**src/hdl/umra_pkg.sv**
```systemverilog
// ----------------------------------------------------------------------------
// umra_pkg
// Constants, types and helper functions of the ultrasonic median range alarm.
// ----------------------------------------------------------------------------
`default_nettype none

package umra_pkg;

   // Block configuration
   localparam int CHANNELS    = 5;
   localparam int AUX_CHANNEL = 4;
   localparam int TIMEOUT_US  = 12000;

   // Field widths
   localparam int CH_W       = 3;
   localparam int WIDTH_W    = 14;
   localparam int DIST_W     = 10;
   localparam int PKG_W      = 6;
   localparam int RING_DEPTH = 3;
   localparam int POS_W      = 2;
   localparam int CSR_IDX_W  = 2;

   // Stream packing
   localparam int REQ_USED_W   = CH_W + WIDTH_W;
   localparam int REQ_TDATA_W  = ((REQ_USED_W + 7) / 8) * 8;
   localparam int RSP_DIST_LSB = CH_W;
   localparam int RSP_PKG_LSB  = CH_W + DIST_W;
   localparam int RSP_USED_W   = CH_W + DIST_W + PKG_W;
   localparam int RSP_TDATA_W  = ((RSP_USED_W + 7) / 8) * 8;

   // Distance constants
   localparam logic [DIST_W-1:0] NO_ECHO_CM = DIST_W'(999);
   // Largest real distance: a width right at the timeout, floor(12000 * 343 / 20000)
   localparam int MAX_ECHO_CM = 205;

   // Register reset values
   localparam logic [DIST_W-1:0] WIN_LOW_RST      = DIST_W'(2);
   localparam logic [DIST_W-1:0] WIN_HIGH_RST     = DIST_W'(60);
   localparam logic [DIST_W-1:0] WIN_HIGH_AUX_RST = DIST_W'(60);

   // floor(w * 343 / 20000) as (w * CM_RECIP) >> CM_SHIFT; exact for w < 2**14
   localparam int CM_SHIFT   = 29;
   localparam int CM_RECIP_W = 24;
   localparam longint unsigned CM_RECIP_FULL =
      (64'd343 * (64'd1 << CM_SHIFT) + 64'd19999) / 64'd20000;
   localparam logic [CM_RECIP_W-1:0] CM_RECIP = CM_RECIP_W'(CM_RECIP_FULL);
   localparam int PROD_W = WIDTH_W + CM_RECIP_W;

   typedef enum logic [CSR_IDX_W-1:0] {
      REG_WIN_LOW      = 2'd0,
      REG_WIN_HIGH     = 2'd1,
      REG_WIN_HIGH_AUX = 2'd2
   } reg_index_type;

   typedef struct packed {
      logic [CH_W-1:0]   channel_out;
      logic [DIST_W-1:0] filtered_distance;
      logic              in_range;
      logic              round_done;
      logic [PKG_W-1:0]  package_res;
   } result_type;

   typedef struct packed {
      logic [DIST_W-1:0] win_low;
      logic [DIST_W-1:0] win_high;
      logic [DIST_W-1:0] win_high_aux;
   } window_type;

   function automatic logic [DIST_W-1:0] width_to_cm(input logic [WIDTH_W-1:0] w);
      logic [PROD_W-1:0] prod;
      logic [DIST_W-1:0] cm;
      prod = PROD_W'(w) * PROD_W'(CM_RECIP);
      if (w == '0 || int'(w) > TIMEOUT_US) begin
         cm = NO_ECHO_CM;
      end else begin
         cm = DIST_W'(prod >> CM_SHIFT);
      end
      return cm;
   endfunction

   function automatic logic [DIST_W-1:0] mid_of_three(input logic [DIST_W-1:0] x,
                                                      input logic [DIST_W-1:0] y,
                                                      input logic [DIST_W-1:0] z);
      logic [DIST_W-1:0] lo;
      logic [DIST_W-1:0] hi;
      logic [DIST_W-1:0] mid;
      lo = (x < y) ? x : y;
      hi = (x < y) ? y : x;
      if (z <= lo) begin
         mid = lo;
      end else if (z >= hi) begin
         mid = hi;
      end else begin
         mid = z;
      end
      return mid;
   endfunction

endpackage

`default_nettype wire

```
**src/hdl/ultrasonic_median_range_alarm.sv**
```systemverilog
// Ultrasonic median range alarm.
// Each transfer on the req_ channel carries one echo width (microseconds) for
// one sensor channel. The block converts it to centimeters (999 for no echo or
// a width above the timeout), pushes it into that channel's three-entry ring,
// and returns one rsp_ transfer with the median, an in-window flag in tuser,
// and on the last channel of a round the collected package word with tlast set.
// Items for a channel number past the last channel are taken and dropped.
// The req_ transfer loads the input register, which then moves on into the
// result register that drives rsp_tvalid. Throughput: one item per cycle while
// the rsp_ side is not stalled; the ring read, conversion multiply, median and
// window test all fit between those two registers, and the ring write-back of
// an item is seen by the next one.
// A stalled rsp_ side holds the result register; the input register still
// takes one more item, then req_tready drops until the result moves on.
// Reset (synchronous, active high) fills every ring with 999, clears slot
// counters, round flags and both valid stages, and loads the window registers
// with start 2, end 60, auxiliary end 60. The csr_ port is always ready.
// ----------------------------------------------------------------------------
// ultrasonic_median_range_alarm
// Top level: stream handshake, window registers and result register.
// ----------------------------------------------------------------------------
`default_nettype none

module ultrasonic_median_range_alarm (
   input  wire logic                             clock,
   input  wire logic                             reset,
   // req_tdata: channel [2:0], echo_width [16:3], zero fill above
   input  wire logic                             req_tvalid,
   output logic                                  req_tready,
   input  wire logic [umra_pkg::REQ_TDATA_W-1:0] req_tdata,
   // rsp_tdata: channel_out [2:0], filtered_distance [12:3], package_res [18:13]
   output logic                                  rsp_tvalid,
   input  wire logic                             rsp_tready,
   output logic [umra_pkg::RSP_TDATA_W-1:0]      rsp_tdata,
   output logic                                  rsp_tlast,  // round_done
   output logic                                  rsp_tuser,  // in_range
   input  wire logic                             csr_valid,
   output logic                                  csr_ready,
   input  wire logic [umra_pkg::CSR_IDX_W-1:0]   csr_index,
   input  wire logic [umra_pkg::DIST_W-1:0]      csr_data
);

   // Window registers
   umra_pkg::window_type window_ff;

   // Input register
   logic                           s1_valid_ff;
   logic                           s1_valid_in;
   logic [umra_pkg::CH_W-1:0]      s1_channel_ff;
   logic [umra_pkg::WIDTH_W-1:0]   s1_width_ff;

   // Result register
   logic                           out_valid_ff;
   logic                           out_valid_in;
   umra_pkg::result_type           out_ff;
   umra_pkg::result_type           core_result;

   logic                           s1_advance;
   logic                           req_accept;
   logic [umra_pkg::CH_W-1:0]      req_channel;

   assign csr_ready = 1'b1;

   always_ff @(posedge clock) begin
      if (reset) begin
         window_ff.win_low      <= umra_pkg::WIN_LOW_RST;
         window_ff.win_high     <= umra_pkg::WIN_HIGH_RST;
         window_ff.win_high_aux <= umra_pkg::WIN_HIGH_AUX_RST;
      end else if (csr_valid) begin
         unique case (umra_pkg::reg_index_type'(csr_index))
            umra_pkg::REG_WIN_LOW:      window_ff.win_low      <= csr_data;
            umra_pkg::REG_WIN_HIGH:     window_ff.win_high     <= csr_data;
            umra_pkg::REG_WIN_HIGH_AUX: window_ff.win_high_aux <= csr_data;
            default: ;  // drop writes to unused indexes
         endcase
      end
   end

   // Move the input register forward when the result register is free or
   // is being drained this cycle.
   assign s1_advance  = s1_valid_ff && (!out_valid_ff || rsp_tready);
   assign req_tready  = !s1_valid_ff || s1_advance;
   assign req_accept  = req_tvalid && req_tready;
   assign req_channel = req_tdata[umra_pkg::CH_W-1:0];

   always_comb begin
      s1_valid_in = s1_valid_ff && !s1_advance;
      if (req_accept) begin
         // out-of-range channels are consumed without a result
         s1_valid_in = (int'(req_channel) < umra_pkg::CHANNELS);
      end
      out_valid_in = out_valid_ff && !rsp_tready;
      if (s1_advance) begin
         out_valid_in = 1'b1;
      end
   end

   always_ff @(posedge clock) begin
      if (reset) begin
         s1_valid_ff  <= 1'b0;
         out_valid_ff <= 1'b0;
      end else begin
         s1_valid_ff  <= s1_valid_in;
         out_valid_ff <= out_valid_in;
      end
   end

   always_ff @(posedge clock) begin
      if (req_accept) begin
         s1_channel_ff <= req_channel;
         s1_width_ff   <= req_tdata[umra_pkg::CH_W +: umra_pkg::WIDTH_W];
      end
      if (s1_advance) begin
         out_ff <= core_result;
      end
   end

   umra_core u_core (
      .clock      (clock),
      .reset      (reset),
      .advance    (s1_advance),
      .channel    (s1_channel_ff),
      .echo_width (s1_width_ff),
      .window     (window_ff),
      .result     (core_result)
   );

   assign rsp_tvalid = out_valid_ff;
   assign rsp_tlast  = out_ff.round_done;
   assign rsp_tuser  = out_ff.in_range;
   assign rsp_tdata  = {{(umra_pkg::RSP_TDATA_W - umra_pkg::RSP_USED_W){1'b0}},
                        out_ff.package_res,
                        out_ff.filtered_distance,
                        out_ff.channel_out};

endmodule

`default_nettype wire

```
**src/hdl/umra_core.sv**
```systemverilog
// ----------------------------------------------------------------------------
// umra_core
// Per-channel median rings, window test and round flag collection.
// ----------------------------------------------------------------------------
`default_nettype none

module umra_core (
   input  wire logic                         clock,
   input  wire logic                         reset,
   input  wire logic                         advance,
   input  wire logic [umra_pkg::CH_W-1:0]    channel,
   input  wire logic [umra_pkg::WIDTH_W-1:0] echo_width,
   input  wire umra_pkg::window_type         window,
   output umra_pkg::result_type              result
);

   logic [umra_pkg::DIST_W-1:0] ring_ff [umra_pkg::CHANNELS][umra_pkg::RING_DEPTH];
   logic [umra_pkg::POS_W-1:0]  pos_ff  [umra_pkg::CHANNELS];
   logic [umra_pkg::PKG_W-1:0]  flags_ff;
   logic [umra_pkg::PKG_W-1:0]  flags_in;

   logic [umra_pkg::DIST_W-1:0] row_cur [umra_pkg::RING_DEPTH];
   logic [umra_pkg::DIST_W-1:0] row_in  [umra_pkg::RING_DEPTH];
   logic [umra_pkg::POS_W-1:0]  pos_cur;
   logic [umra_pkg::POS_W-1:0]  pos_in;
   logic [umra_pkg::DIST_W-1:0] dist_new;
   logic [umra_pkg::DIST_W-1:0] median;
   logic [umra_pkg::DIST_W-1:0] top;
   logic [umra_pkg::PKG_W-1:0]  chan_bit;
   logic [umra_pkg::PKG_W-1:0]  flags_hit;
   logic                        hit;
   logic                        last;

   // select the row of this channel
   always_comb begin
      pos_cur = '0;
      for (int r = 0; r < umra_pkg::RING_DEPTH; r++) begin
         row_cur[r] = umra_pkg::NO_ECHO_CM;
      end
      for (int c = 0; c < umra_pkg::CHANNELS; c++) begin
         if (int'(channel) == c) begin
            pos_cur = pos_ff[c];
            for (int r = 0; r < umra_pkg::RING_DEPTH; r++) begin
               row_cur[r] = ring_ff[c][r];
            end
         end
      end
   end

   always_comb begin
      dist_new = umra_pkg::width_to_cm(echo_width);
      for (int r = 0; r < umra_pkg::RING_DEPTH; r++) begin
         row_in[r] = (int'(pos_cur) == r) ? dist_new : row_cur[r];
      end
      // a stray slot code restarts the ring at slot 0
      if (int'(pos_cur) > umra_pkg::RING_DEPTH - 1) begin
         row_in[0] = dist_new;
      end
      pos_in = (int'(pos_cur) >= umra_pkg::RING_DEPTH - 1) ? '0 : pos_cur + 1'b1;
      median = umra_pkg::mid_of_three(row_in[0], row_in[1], row_in[2]);

      top  = (int'(channel) == umra_pkg::AUX_CHANNEL) ? window.win_high_aux
                                                      : window.win_high;
      hit  = (median > window.win_low) && (median < top);
      last = (int'(channel) == umra_pkg::CHANNELS - 1);

      // channels past the package width only raise the alarm bit
      chan_bit = '0;
      for (int c = 0; c < umra_pkg::PKG_W - 1; c++) begin
         if (int'(channel) == c) begin
            chan_bit[c+1] = 1'b1;
         end
      end
      flags_hit = flags_ff;
      if (hit) begin
         flags_hit = flags_ff | chan_bit | umra_pkg::PKG_W'(1);
      end
      flags_in = last ? '0 : flags_hit;

      result.channel_out       = channel;
      result.filtered_distance = median;
      result.in_range          = hit;
      result.round_done        = last;
      result.package_res       = last ? flags_hit : '0;
   end

   always_ff @(posedge clock) begin
      if (reset) begin
         flags_ff <= '0;
         for (int c = 0; c < umra_pkg::CHANNELS; c++) begin
            pos_ff[c] <= '0;
            for (int r = 0; r < umra_pkg::RING_DEPTH; r++) begin
               ring_ff[c][r] <= umra_pkg::NO_ECHO_CM;
            end
         end
      end else if (advance) begin
         flags_ff <= flags_in;
         for (int c = 0; c < umra_pkg::CHANNELS; c++) begin
            if (int'(channel) == c) begin
               pos_ff[c] <= pos_in;
               for (int r = 0; r < umra_pkg::RING_DEPTH; r++) begin
                  ring_ff[c][r] <= row_in[r];
               end
            end
         end
      end
   end

endmodule

`default_nettype wire

```
**config.mk**
```make
export PLATFORM = sky130hd
export DESIGN_NAME = ultrasonic_median_range_alarm
export DESIGN_NICKNAME = d
export VERILOG_FILES = /design/src/hdl/umra_pkg.sv /design/src/hdl/ultrasonic_median_range_alarm.sv /design/src/hdl/umra_core.sv
export SDC_FILE = /design/constraint.sdc
export NUM_CORES = 1
export LEC_CHECK = 0
export BUFFER_PORTS_ARGS = -buffer_cell sky130_fd_sc_hd__buf_2
export CAP_MARGIN = 15
export CORE_ASPECT_RATIO = 1.75
export CORE_UTILIZATION = 45
export CTS_BUF_LIST = sky130_fd_sc_hd__clkbuf_4 sky130_fd_sc_hd__clkbuf_8
export DETAILED_ROUTE_END_ITERATION = 7
export GPL_ROUTABILITY_DRIVEN = 0
export PLACE_DENSITY = 0.73
export SLEW_MARGIN = 20
export SYNTH_ARGS = -nofsm -noshare
export SYNTH_HDL_FRONTEND = slang
export SYNTH_SLANG_ARGS = --single-unit
```
**constraint.sdc**
```tcl
create_clock -name clock -period 23.2 [get_ports clock]
set_clock_uncertainty 0.05 [all_clocks]
set_input_delay 5.8 -clock clock [delete_from_list [all_inputs] [get_ports clock]]
set_output_delay 5.8 -clock clock [all_outputs]
set_load 0.005 [all_outputs]
```
==> results of run 1 <==
layer usage:
metal  vias up  track usage [%]  routed length, um
met1      5532             21.2              13400
li1       5276                -                  -
met3       145             2.50               1640
met4         0             15.6               2670
met5         -                0                  0
met2       349             42.1              21500
cells in the final DEF (no fill, tap or decap), types with 11 or more instances in the layout:
cell	synthesis	routed
a21o_1	17	17
a21oi_1	63	63
and2_1	12	12
buf_2	1	56
buf_4	7	16
clkbuf_8	0	40
dfxtp_1	38	38
edfxtp_1	198	198
fa_1	88	88
ha_1	188	188
inv_1	194	194
mux2_2	12	12
mux2i_1	26	26
mux4_2	26	26
nand2_1	221	221
nand2b_1	12	12
nand3_1	11	11
nand4_1	12	12
nor2_1	88	87
o21ai_0	23	23
o21ai_1	17	17
o22ai_1	25	25
synth_stat cells, types with 3 or more instances:
master    number  area, sq um
nand2_1      221          830
edfxtp_1     198         5950
inv_1        194          728
ha_1         188         2350
fa_1          88         1760
nor2_1        88          330
a21oi_1       63          315
clkbuf_1      41          154
dfxtp_1       38          761
mux2i_1       26          260
mux4_2        26          586
o22ai_1       25          156
o21ai_0       23          115
a21o_1        17          128
o21ai_1       17         85.1
and2_1        12         75.1
mux2_2        12          135
nand2b_1      12         75.1
nand4_1       12         75.1
nand3_1       11         55.1
a22o_1        10         87.6
nand3b_1      10         75.1
and3_1         9         56.3
a221oi_1       8         70.1
o21a_1         8         60.1
buf_4          7         52.6
nor2b_1        6         37.5
a211oi_1       5         37.5
a311oi_1       4         35.0
nor3_1         4         20.0
or2_2          4         25.0
or3_1          4         25.0
a211o_1        3         26.3
a31oi_1        3         18.8
and4_1         3         26.3
buf_1          3         11.3
nor3b_1        3         22.5
o31ai_1        3         22.5
xnor2_1        3         26.3
worst register-to-register path: cells and delay by family, from the launching register on:
family	cells	cell delay, ns
flip-flops	1	0.61
XOR/XNOR	1	0.28
adder cells (fa/ha/maj)	10	4.39
AO/OA/AOI/OAI	20	6.19
buffers and inverters	7	0.82
AND/OR/NAND/NOR	12	2.92
power by group through the flow:
| stage | Combinational (mW) | Clock [mW] | Sequential [mW] |
|---|---|---|---|
| CTS | 1.19 | 0.377 | 0.497 |
| global placement | 1.14 | 0 | 0.506 |
| floorplan | 0.871 | 0 | 0.502 |
| detailed placement | 1.18 | 0 | 0.506 |
| finish | 1.19 | 0.371 | 0.497 |
| global route | 1.34 | 0.388 | 0.499 |
stage by stage:
step                util (%)  hold slack [ns]
finish                  50.4            0.406
global route            50.4            0.434
CTS                     50.4            0.408
detailed placement      48.2            0.396
global placement        48.2            0.392
floorplan                  -            0.371
logic make-up after synthesis:
kind of cell	count (synthesis)	synth area share (%)
buffers and inverters	251	6.08
AND/OR/NAND/NOR	413	11.4
adder cells (fa/ha/maj)	276	25.2
AO/OA/AOI/OAI	226	9.64
multiplexers	64	6.02
other	2	0.0461
flip-flops	236	41.1
XOR/XNOR	7	0.468
how the worst max path moves through the flow:
stage	depth (start not counted)	end
final	50	u_core.flags_ff[0]$_SDFFE_PP0P_
after global routing	50	u_core.flags_ff[0]$_SDFFE_PP0P_
after CTS	50	u_core.flags_ff[0]$_SDFFE_PP0P_
after detailed placement	50	u_core.flags_ff[0]$_SDFFE_PP0P_
after global placement	50	u_core.flags_ff[0]$_SDFFE_PP0P_
after floorplan	52	rsp_tdata[13]$_SDFFCE_PN0P_
registers in the layout, indices dropped and copies added, names as in the netlist:
| register | flops |
|---|---|
| rsp_tdata | 19 |
| rsp_tlast | 1 |
| rsp_tuser | 1 |
| rsp_tvalid | 1 |
| s1_channel_ff | 3 |
| s1_valid_ff | 1 |
| s1_width_ff | 14 |
| u_core.flags_ff | 6 |
| u_core.pos_ff | 10 |
| u_core.ring_ff | 150 |
| window_ff | 30 |
layout make-up:
class,count,share of cell area (%)
sequential,236,37.6
multi-input combinational,992,48.5
tap,465,3.26
timing repair buffer,72,2.24
clock buffer,50,3.51
clock inverter,15,0.750
inverter,197,4.21
==> results.md, run 1 <==
- Fillers: approximately 3100
- Initial antenna violation count: 0
- Residual DRC: 0
- R2r setup slk: 7.86 ns
- P_int: between 1 and 1.5 mW
- DP Cell Count: roughly 2000
- Clock network power share: between 10% and 20%
- Maximum VDD drop: approximately 0.081 mV
- Vias in the first global route: about 12000
- HPWL Detailed: 29.1 mm
- CP Max Fanout: 28
- Design Area, Final: ~18000 sq um
- Max clock buf depth: 3
- WP data required: 23.65 ns
- Warnings, synthesis: 0
- Critical Path AT: 15.79 ns
- Root Driver: clkbuf_8
- CTS Buf Count: 36
- Setup violations, final: 0
- GRT Total Usage: a little over a fifth
- Fmax: 0.0652 GHz
- Async S/R FF share, synth: 0%
- Largest net degree at the start of global routing: 46
- Die area: around 37000 sq um
- Cell Area, Synth: between 15000 and 20000 sq um
- First-pass GRT wire length: slightly above 60 mm
- Synth cell types: 86
- ANT cells: 0
- Synthesized flop and latch total: 236
- Worst path slowest cell: a2111oi_1
- Layout cells sized above 1: ~13%
- Post-synthesis area per instance: between 10 and 15 sq um
- Post-placement cell area: 17100 sq um
- Area of the multi-input gates: around 8600 sq um
- Row cnt: a little over 90
- RSZ-0062 raised after global routing: false
- I/O pin total: 70
- Worst hold path type: flip-flop to flip-flop
- Hold Crit Start: window_ff[11]$_SDFFE_PP0P_
- Final total power: around 2.1 mW
- Comb pwr share: between 50% and 60%
- Most used DFF post-synth: edfxtp_1
- Tmin final: 15.34 ns
- Status: complete, no violations
- Max-cap viol count: 0
- Worst-path clk slew: about 0.080 ns
- H-tree levels: 2
- Setup TNS: 0 ns
- Worst Path Buf+Inv: 7
- Max Slew Vio Count: 0
- CTS tree: yes
- Antenna Nets Post-Route: 0
- Synth Instances: roughly 1500
- CTS sink cnt: approximately 240
- Register area share after synthesis: between 40% and 50%
- Hold Path End: window_ff[11]$_SDFFE_PP0P_
- Vias: roughly 11000
- Post_cts resized: 0
- Crit Path Class: flip-flop to flip-flop
- Final worst-path cycle share: 66.1%
- Routed wire per std cell: about 19 um
- Critical path origin: s1_width_ff[11]$_DFFE_PP_
- Cts-stage hold buffer count: 0
- First-pass iteration count of the detailed router: 5
- Initial DRC count: between 500 and 600
- P_sw: between 0.8 and 0.9 mW
- Initial Util: a little under half
- Worst Setup Start Kind: flip-flop
- Capture point of the worst reg-to-reg path: u_core.flags_ff[0]$_SDFFE_PP0P_
- Max_slew headroom: a little under a third
- Fin. Hold Viols: 0
- EDFF count, synth: roughly 200
- Non-filler cells, final: a little over 2000
- Nets: around 1900
- Switching part of the total: between 40% and 50%
- Post-CTS setup buffers: 0
- Leak: approximately 7.1 nW
- Power density cells: approximately 120 nW/um^2
- CP delay by family, top: compound AO/OA/AOI/OAI gates
- Worst-Margin Slew: just over 1 ns
- Hold depth: 2
- Setup WS post-layout: between 7 and 8 ns
- Area delta synth->final: 9.50%
- Setup Slack @ Placement: about 7.7 ns
- Vias per inst: between 5 and 6
- Reg-to-Reg Start: s1_width_ff[11]$_DFFE_PP_
- Delay of the slowest critical-path stage: about 0.70 ns
- Die Y: approximately 250 um
- Clock Latency Late Sink: approximately 0.58 ns
- Die Width: about 150 um
- Routed WL: roughly 39 mm
- PortBufs: 56
- Overflow after GRT: 0
- Worst setup EP type: flip-flop
- Core area: 35400 sq um
- Sequential cell area: 6710 sq um
- Sequential power share: 24.2%
- Worst r2r path cells: 50
(Power assumes the default switching activity.)
==> run 2, diff against run 1 <==
- ABC_AREA: default -> 1
- PLACE_DENSITY: 0.73 -> 0.76
- clock period: 23.2 -> 14.09 ns (I/O delays scaled with it)
==> results.md, run 2 <==
- Residual DRC: 0 (unchanged)
- Layout cells sized above 1: 9.37% (-3.6 points)
- First-pass GRT wire length: 63.5 mm (+2.7%)
- Root Driver: clkbuf_8
- First-pass iteration count of the detailed router: 5 (unchanged)
- Initial Util: 45.9% (-0.16 points)
- Power density cells: 175 nW/um^2 (+52%)
- Initial DRC count: 932 (+57%)
- Worst path slowest cell: o21ai_0
- PortBufs: 56 (unchanged)
- Vias per inst: 5.48 (-1.7%)
- Worst Setup Start Kind: flip-flop
- Async S/R FF share, synth: 0% (unchanged)
- Synthesized flop and latch total: 236 (unchanged)
- Setup TNS: 0 ns (unchanged)
- Cell Area, Synth: 16200 sq um (-0.66%)
- Die Y: 253 um (-0.33%)
- Vias: 12400 (+9.5%)
- Initial antenna violation count: 0 (unchanged)
- Top cells by area, synth: edfxtp_1 37%, ha_1 15%, fa_1 11%
- Status: complete, no violations
- Cts-stage hold buffer count: 0 (unchanged)
- Critical Path AT: 13.36 ns (-2.43 ns)
- H-tree levels: 2 (unchanged)
- Worst setup EP type: flip-flop
- Fmax: 0.0767 GHz (+18%)
- Synth Instances: 1703 (+15%)
- Warnings, synthesis: 0 (unchanged)
- Area delta synth->final: 9.11%
- Leak: 7.48 nW (+4.7%)
- Clock Latency Late Sink: 0.54 ns (-0.04 ns)
- Max_slew headroom: 31.7% (+0.57 points)
- I/O pin total: 70 (unchanged)
- Largest net degree at the start of global routing: 39 (-15%)
- Post-CTS setup buffers: 0 (unchanged)
- Delay of the slowest critical-path stage: 0.77 ns (+0.07 ns)
- Vias in the first global route: 12700 (+5.3%)
- Register area share after synthesis: 41.4% (+0.27 points)
- Most used DFF post-synth: edfxtp_1
- Core area: 35300 sq um (-0.32%)
- Layout Utilization: 50.1% (-0.35 points)
- ANT cells: 0 (unchanged)
- Most frequent cells in the layout: 352 x nand2_1, 267 x inv_1, 198 x edfxtp_1
- Area fraction of the dominant cell type after synthesis: 36.7% (+0.24 points)
- Post_cts resized: 0 (unchanged)
- Post-synth top cells: 352 x nand2_1, 268 x inv_1, 198 x edfxtp_1, 188 x ha_1, 132 x nor2_1
- R2r setup slk: 1.05 ns (-6.81 ns)
- Worst-Margin Slew: 1.01 ns (-0.0182 ns)
- Overflow after GRT: 0 (unchanged)
- RSZ-0062 raised after global routing: false
- Largest reg by FF count: u_core.ring_ff
- CTS Buf Count: 34 (-5.6%)
- Final worst-path cycle share: 92.5% (+26 points)
- EDFF count, synth: 198 (unchanged)
- GRT Total Usage: 22.0% (+0.18 points)
- Routed wire per std cell: 17.7 um (-8.5%)
- Crit Path Class: flip-flop to flip-flop
- Cell accounting for the most synthesized area: edfxtp_1
- Post-synthesis area per instance: 9.51 sq um (-14%)
- Design Area, Final: 17700 sq um (-1.0%)
- HPWL Detailed: 29.4 mm (+0.97%)
- Worst-path clk slew: 0.07 ns (about the same)
- Critical Path Most Common Cell: nand2_1
- Synth cell types: 51 (-41%)
- Post-placement cell area: 17000 sq um (-0.54%)
- Fin. Hold Viols: 0 (unchanged)
- Max clock buf depth: 3 (unchanged)
- Worst hold path type: flip-flop to flip-flop
- Largest register FFs: 150 (unchanged)
- Tmin final: 13.04 ns (-2.30 ns)
- Max Slew Vio Count: 0 (unchanged)
- CTS sink cnt: 236 (unchanged)
- Maximum VDD drop: 0.130 mV (+59%)
- Nets: 2085 (+13%)
- Setup violations, final: 0 (unchanged)
- WP data required: 14.41 ns (-9.24 ns)
- CTS tree: yes
- Routed WL: 39.9 mm (+1.9%)
- Commonest non-fill, non-tap cell in the layout: nand2_1
- Row cnt: 91 (unchanged)
- Die area: 36800 sq um (-0.65%)
- Antenna Nets Post-Route: 0 (unchanged)
- CP Max Fanout: 30 (+7.1%)
- Most common cell in the netlist: nand2_1
- Die Width: 145 um (-0.33%)
- Max-cap viol count: 0 (unchanged)
[run 2: changes by cell type in the layout (fill, tap and decap cells not counted), moves of 26 or more]
cell	previous run	this run
inv_1	194	267
nor2_1	87	132
o21ai_0	23	88
nand2_1	221	352
nand3_1	11	41
mux4_2	26	0
[run 2: path summary, 6_finish.rpt]
path / startpoint / end / cells past startpoint
setup reg to reg: s1_width_ff[11]$_DFFE_PP_ / rsp_tdata[13]$_SDFFCE_PN0P_ / 54
setup / recovery: s1_width_ff[11]$_DFFE_PP_ / rsp_tdata[13]$_SDFFCE_PN0P_ / 54
hold / removal: u_core.flags_ff[5]$_SDFFE_PP0P_ / u_core.flags_ff[5]$_SDFFE_PP0P_ / 2
hold reg to reg: u_core.flags_ff[5]$_SDFFE_PP0P_ / u_core.flags_ff[5]$_SDFFE_PP0P_ / 2
[run 2: routing by layer]
layer  part of all wire, %  vias up  wire, um  global-route usage (%)
met5                     0        -         0                       0
met4                   6.4        0      2550                    14.6
met3                   5.2      180      2060                    2.32
met2                    55      483     21800                    42.7
met1                    34     5915     13500                    21.8
li1                      -     5793         -                       -
[run 2: metrics by stage]
stage	setup slack, ns	hold slack [ns]	instances	power, mW
after global placement	1.47	0.376	2197	2.49
final	1.05	0.393	2258	3.08
after detailed placement	1.22	0.389	2197	2.54
after global routing	0.308	0.422	2258	3.35
after floorplan	3.42	0.366	1707	2.06
after CTS	1.15	0.399	2258	3.09
[run 2: final cells by class]
class | count | area (sq um)
flip-flops and latches | 236 | 6710
multi-input cells | 1143 | 8240
well taps | 465 | 582
fillers | 3183 | 17600
repair buffers | 72 | 400
clock buffers | 49 | 587
clock inverters | 12 | 90.1
inverters | 281 | 1060
[run 2: worst max-delay path, delay by kind of cell (launching register included)]
family | cells | cell delay, ns
buf+inv | 10 | 1.43
fa+ha+maj | 10 | 4.70
compound gates | 15 | 3.92
flops | 1 | 0.63
simple gates | 19 | 2.11
[run 2: cells by family after synthesis]
family          synth area share (%)
simple gates                    15.9
buf+inv                         7.96
flops                           41.4
compound gates                  9.06
mux                            0.247
other cells                   0.0464
fa+ha+maj                       25.4
[run 2: where the power goes]
part / internal [mW] / switching (mW)
Sequential: 0.788 / 0.0179
Combinational: 0.625 / 1.10
Clock: 0.289 / 0.261
Total: 1.70 / 1.38
==> run 3, diff against run 2 <==
- PLACE_DENSITY: 0.76 -> 0.73
- SLEW_MARGIN: 20 -> default
- clock period: 14.09 -> 16.25 ns (I/O delays scaled with it)
==> results.md, run 3 (synthesized netlist as in run 2, its figures left out) <==
- Status: complete, no violations
- CP Max Fanout: 30 (unchanged)
- Largest reg by FF count: u_core.ring_ff
- Core area: 35300 sq um (unchanged)
- Worst Setup Start Kind: flip-flop
- WP data required: 16.49 ns (+2.08 ns)
- Max clock buf depth: 3 (unchanged)
- Vias: 12300 (-0.44%)
- Comb pwr share: 56.3% (+0.3 points)
- Commonest non-fill, non-tap cell in the layout: nand2_1
- Row cnt: 91 (unchanged)
- Sequential power share: 26.1% (about the same)
- Most frequent cells in the layout: 352 x nand2_1, 268 x inv_1, 198 x edfxtp_1
- Initial Util: 45.9% (unchanged)
- Vias in the first global route: 12800 (+0.86%)
- Die Width: 145 um (unchanged)
- Max_slew headroom: 32.3% (+0.60 points)
- P_int: 1.46 mW (-14%)
- Post_cts resized: 0 (unchanged)
- I/O pin total: 70 (unchanged)
- Hold Crit Start: u_core.flags_ff[5]$_SDFFE_PP0P_
- Routed wire per std cell: 18.2 um (+2.8%)
- Crit Path Class: flip-flop to flip-flop
- Nets: 2086 (+0.048%)
- Final worst-path cycle share: 81.8% (-11 points)
- Fin. Hold Viols: 0 (unchanged)
- Critical Path AT: 13.53 ns (+0.17 ns)
- H-tree levels: 2 (unchanged)
- CTS sink cnt: 236 (unchanged)
- CTS tree: yes
- CTS Buf Count: 36 (+5.9%)
- Maximum VDD drop: 0.101 mV (-22%)
- RSZ-0062 raised after global routing: false
- Overflow after GRT: 0 (unchanged)
- HPWL Detailed: 30.6 mm (+4.0%)
- Setup Slack @ Placement: 3.09 ns (+1.87 ns)
- Worst hold path type: flip-flop to flip-flop
- First-pass GRT wire length: 64.7 mm (+1.9%)
- Switching part of the total: 45.5% (+0.67 points)
- Worst r2r path cells: 53 (-1.9%)
- Hold depth: 2 (unchanged)
- Max-cap viol count: 0 (unchanged)
- Worst setup EP type: flip-flop
- Max Slew Vio Count: 0 (unchanged)
- Leak: 7.46 nW (-0.20%)
- Vias per inst: 5.45 (-0.53%)
- Critical Path Most Common Cell: inv_1
- Power density cells: 152 nW/um^2 (-13%)
- Setup TNS: 0 ns (unchanged)
- GRT Total Usage: 22.8% (+0.80 points)
- Hold Path End: u_core.flags_ff[5]$_SDFFE_PP0P_
- Post-CTS setup buffers: 0 (unchanged)
- Worst-Margin Slew: 1.01 ns (+0.000565 ns)
- R2r setup slk: 2.96 ns (+1.91 ns)
- Residual DRC: 0 (unchanged)
- Delay of the slowest critical-path stage: 0.79 ns (+0.02 ns)
- First-pass iteration count of the detailed router: 8 (+3)
- Capture point of the worst reg-to-reg path: rsp_tdata[18]$_SDFFCE_PN0P_
- Routed WL: 41.1 mm (+2.9%)
- Root Driver: clkbuf_8
- Initial antenna violation count: 1 (+1)
- Reg-to-Reg Start: s1_width_ff[11]$_DFFE_PP_
- P_sw: 1.22 mW (-12%)
- PortBufs: 56 (unchanged)
- Setup violations, final: 0 (unchanged)
- Antenna Nets Post-Route: 0 (unchanged)
- Layout cells sized above 1: 9.25% (-0.12 points)
- Die area: 36800 sq um (unchanged)
- Die Y: 253 um (unchanged)
- Fmax: 0.0753 GHz (-1.9%)
- Clock Latency Late Sink: 0.57 ns (+0.03 ns)
- Worst-path clk slew: 0.06 ns (about the same)
- Area delta synth->final: 9.03% (about the same)
- Tmin final: 13.29 ns (+0.249 ns)
- Initial DRC count: 752 (-19%)
- Clock network power share: 17.5% (-0.4 points)
- Cts-stage hold buffer count: 0 (unchanged)
- Worst path slowest cell: o21ai_0
- Setup WS post-layout: 2.96 ns (+1.91 ns)
- Largest register FFs: 150 (unchanged)
- Largest net degree at the start of global routing: 39 (unchanged)
-- run 3: metal layers --
| metal | vias to the layer above | GRT usage, % | wire (um) |
|---|---|---|---|
| li1 | 5806 | - | - |
| met1 | 5916 | 21.9 | 13700 |
| met2 | 437 | 44.3 | 22700 |
| met3 | 157 | 3.14 | 1970 |
| met4 | 0 | 15.5 | 2650 |
| met5 | - | 0 | 0 |
-- run 3: stage by stage --
step / cell area [sq um] / hold slack, ns / util (%) / cells / total power, mW
final: 17700 / 0.397 / 50.0 / 2260 / 2.68
after CTS: 17700 / 0.393 / 50.0 / 2259 / 2.69
after floorplan: 16200 / 0.366 / - / 1707 / 1.79
after detailed placement: 17000 / 0.384 / 48.1 / 2196 / 2.22
after global placement: 17000 / 0.377 / 48.1 / 2196 / 2.17
after global routing: 17700 / 0.415 / 50.0 / 2260 / 2.92
-- run 3: worst max-delay path by stage --
stage	start	to	cells past startpoint
global placement	s1_width_ff[11]$_DFFE_PP_	rsp_tdata[13]$_SDFFCE_PN0P_	53
detailed placement	s1_width_ff[11]$_DFFE_PP_	rsp_tdata[18]$_SDFFCE_PN0P_	53
CTS	s1_width_ff[11]$_DFFE_PP_	rsp_tdata[18]$_SDFFCE_PN0P_	53
floorplan	s1_width_ff[11]$_DFFE_PP_	rsp_tdata[13]$_SDFFCE_PN0P_	55
finish	s1_width_ff[11]$_DFFE_PP_	rsp_tdata[18]$_SDFFCE_PN0P_	53
global route	s1_width_ff[12]$_DFFE_PP_	rsp_tdata[18]$_SDFFCE_PN0P_	53
-- run 3: area by class of cell --
cell class	instances	area, sq um
fillers	3282	17600
flip-flops and latches	236	6710
multi-input cells	1143	8240
repair buffers	71	393
diodes	1	2.50
clock buffers	47	578
well taps	465	582
clock inverters	16	90.1
inverters	281	1060
-- run 3: power groups by stage --
stage | Clock, mW | Combinational [mW] | Sequential, mW
floorplan | 0 | 1.08 | 0.706
global placement | 0 | 1.46 | 0.711
detailed placement | 0 | 1.51 | 0.712
CTS | 0.478 | 1.52 | 0.699
global route | 0.500 | 1.72 | 0.701
finish | 0.470 | 1.51 | 0.699
-- run 3: critical path, delay by kind of cell (launching register included) --
kind / cells / cell delay [ns]
AOI/OAI and AO/OA: 17 / 4.06
adders and majority gates: 10 / 4.67
buffers and inverters: 10 / 1.45
DFF: 1 / 0.63
and+or+nand+nor: 16 / 2.13
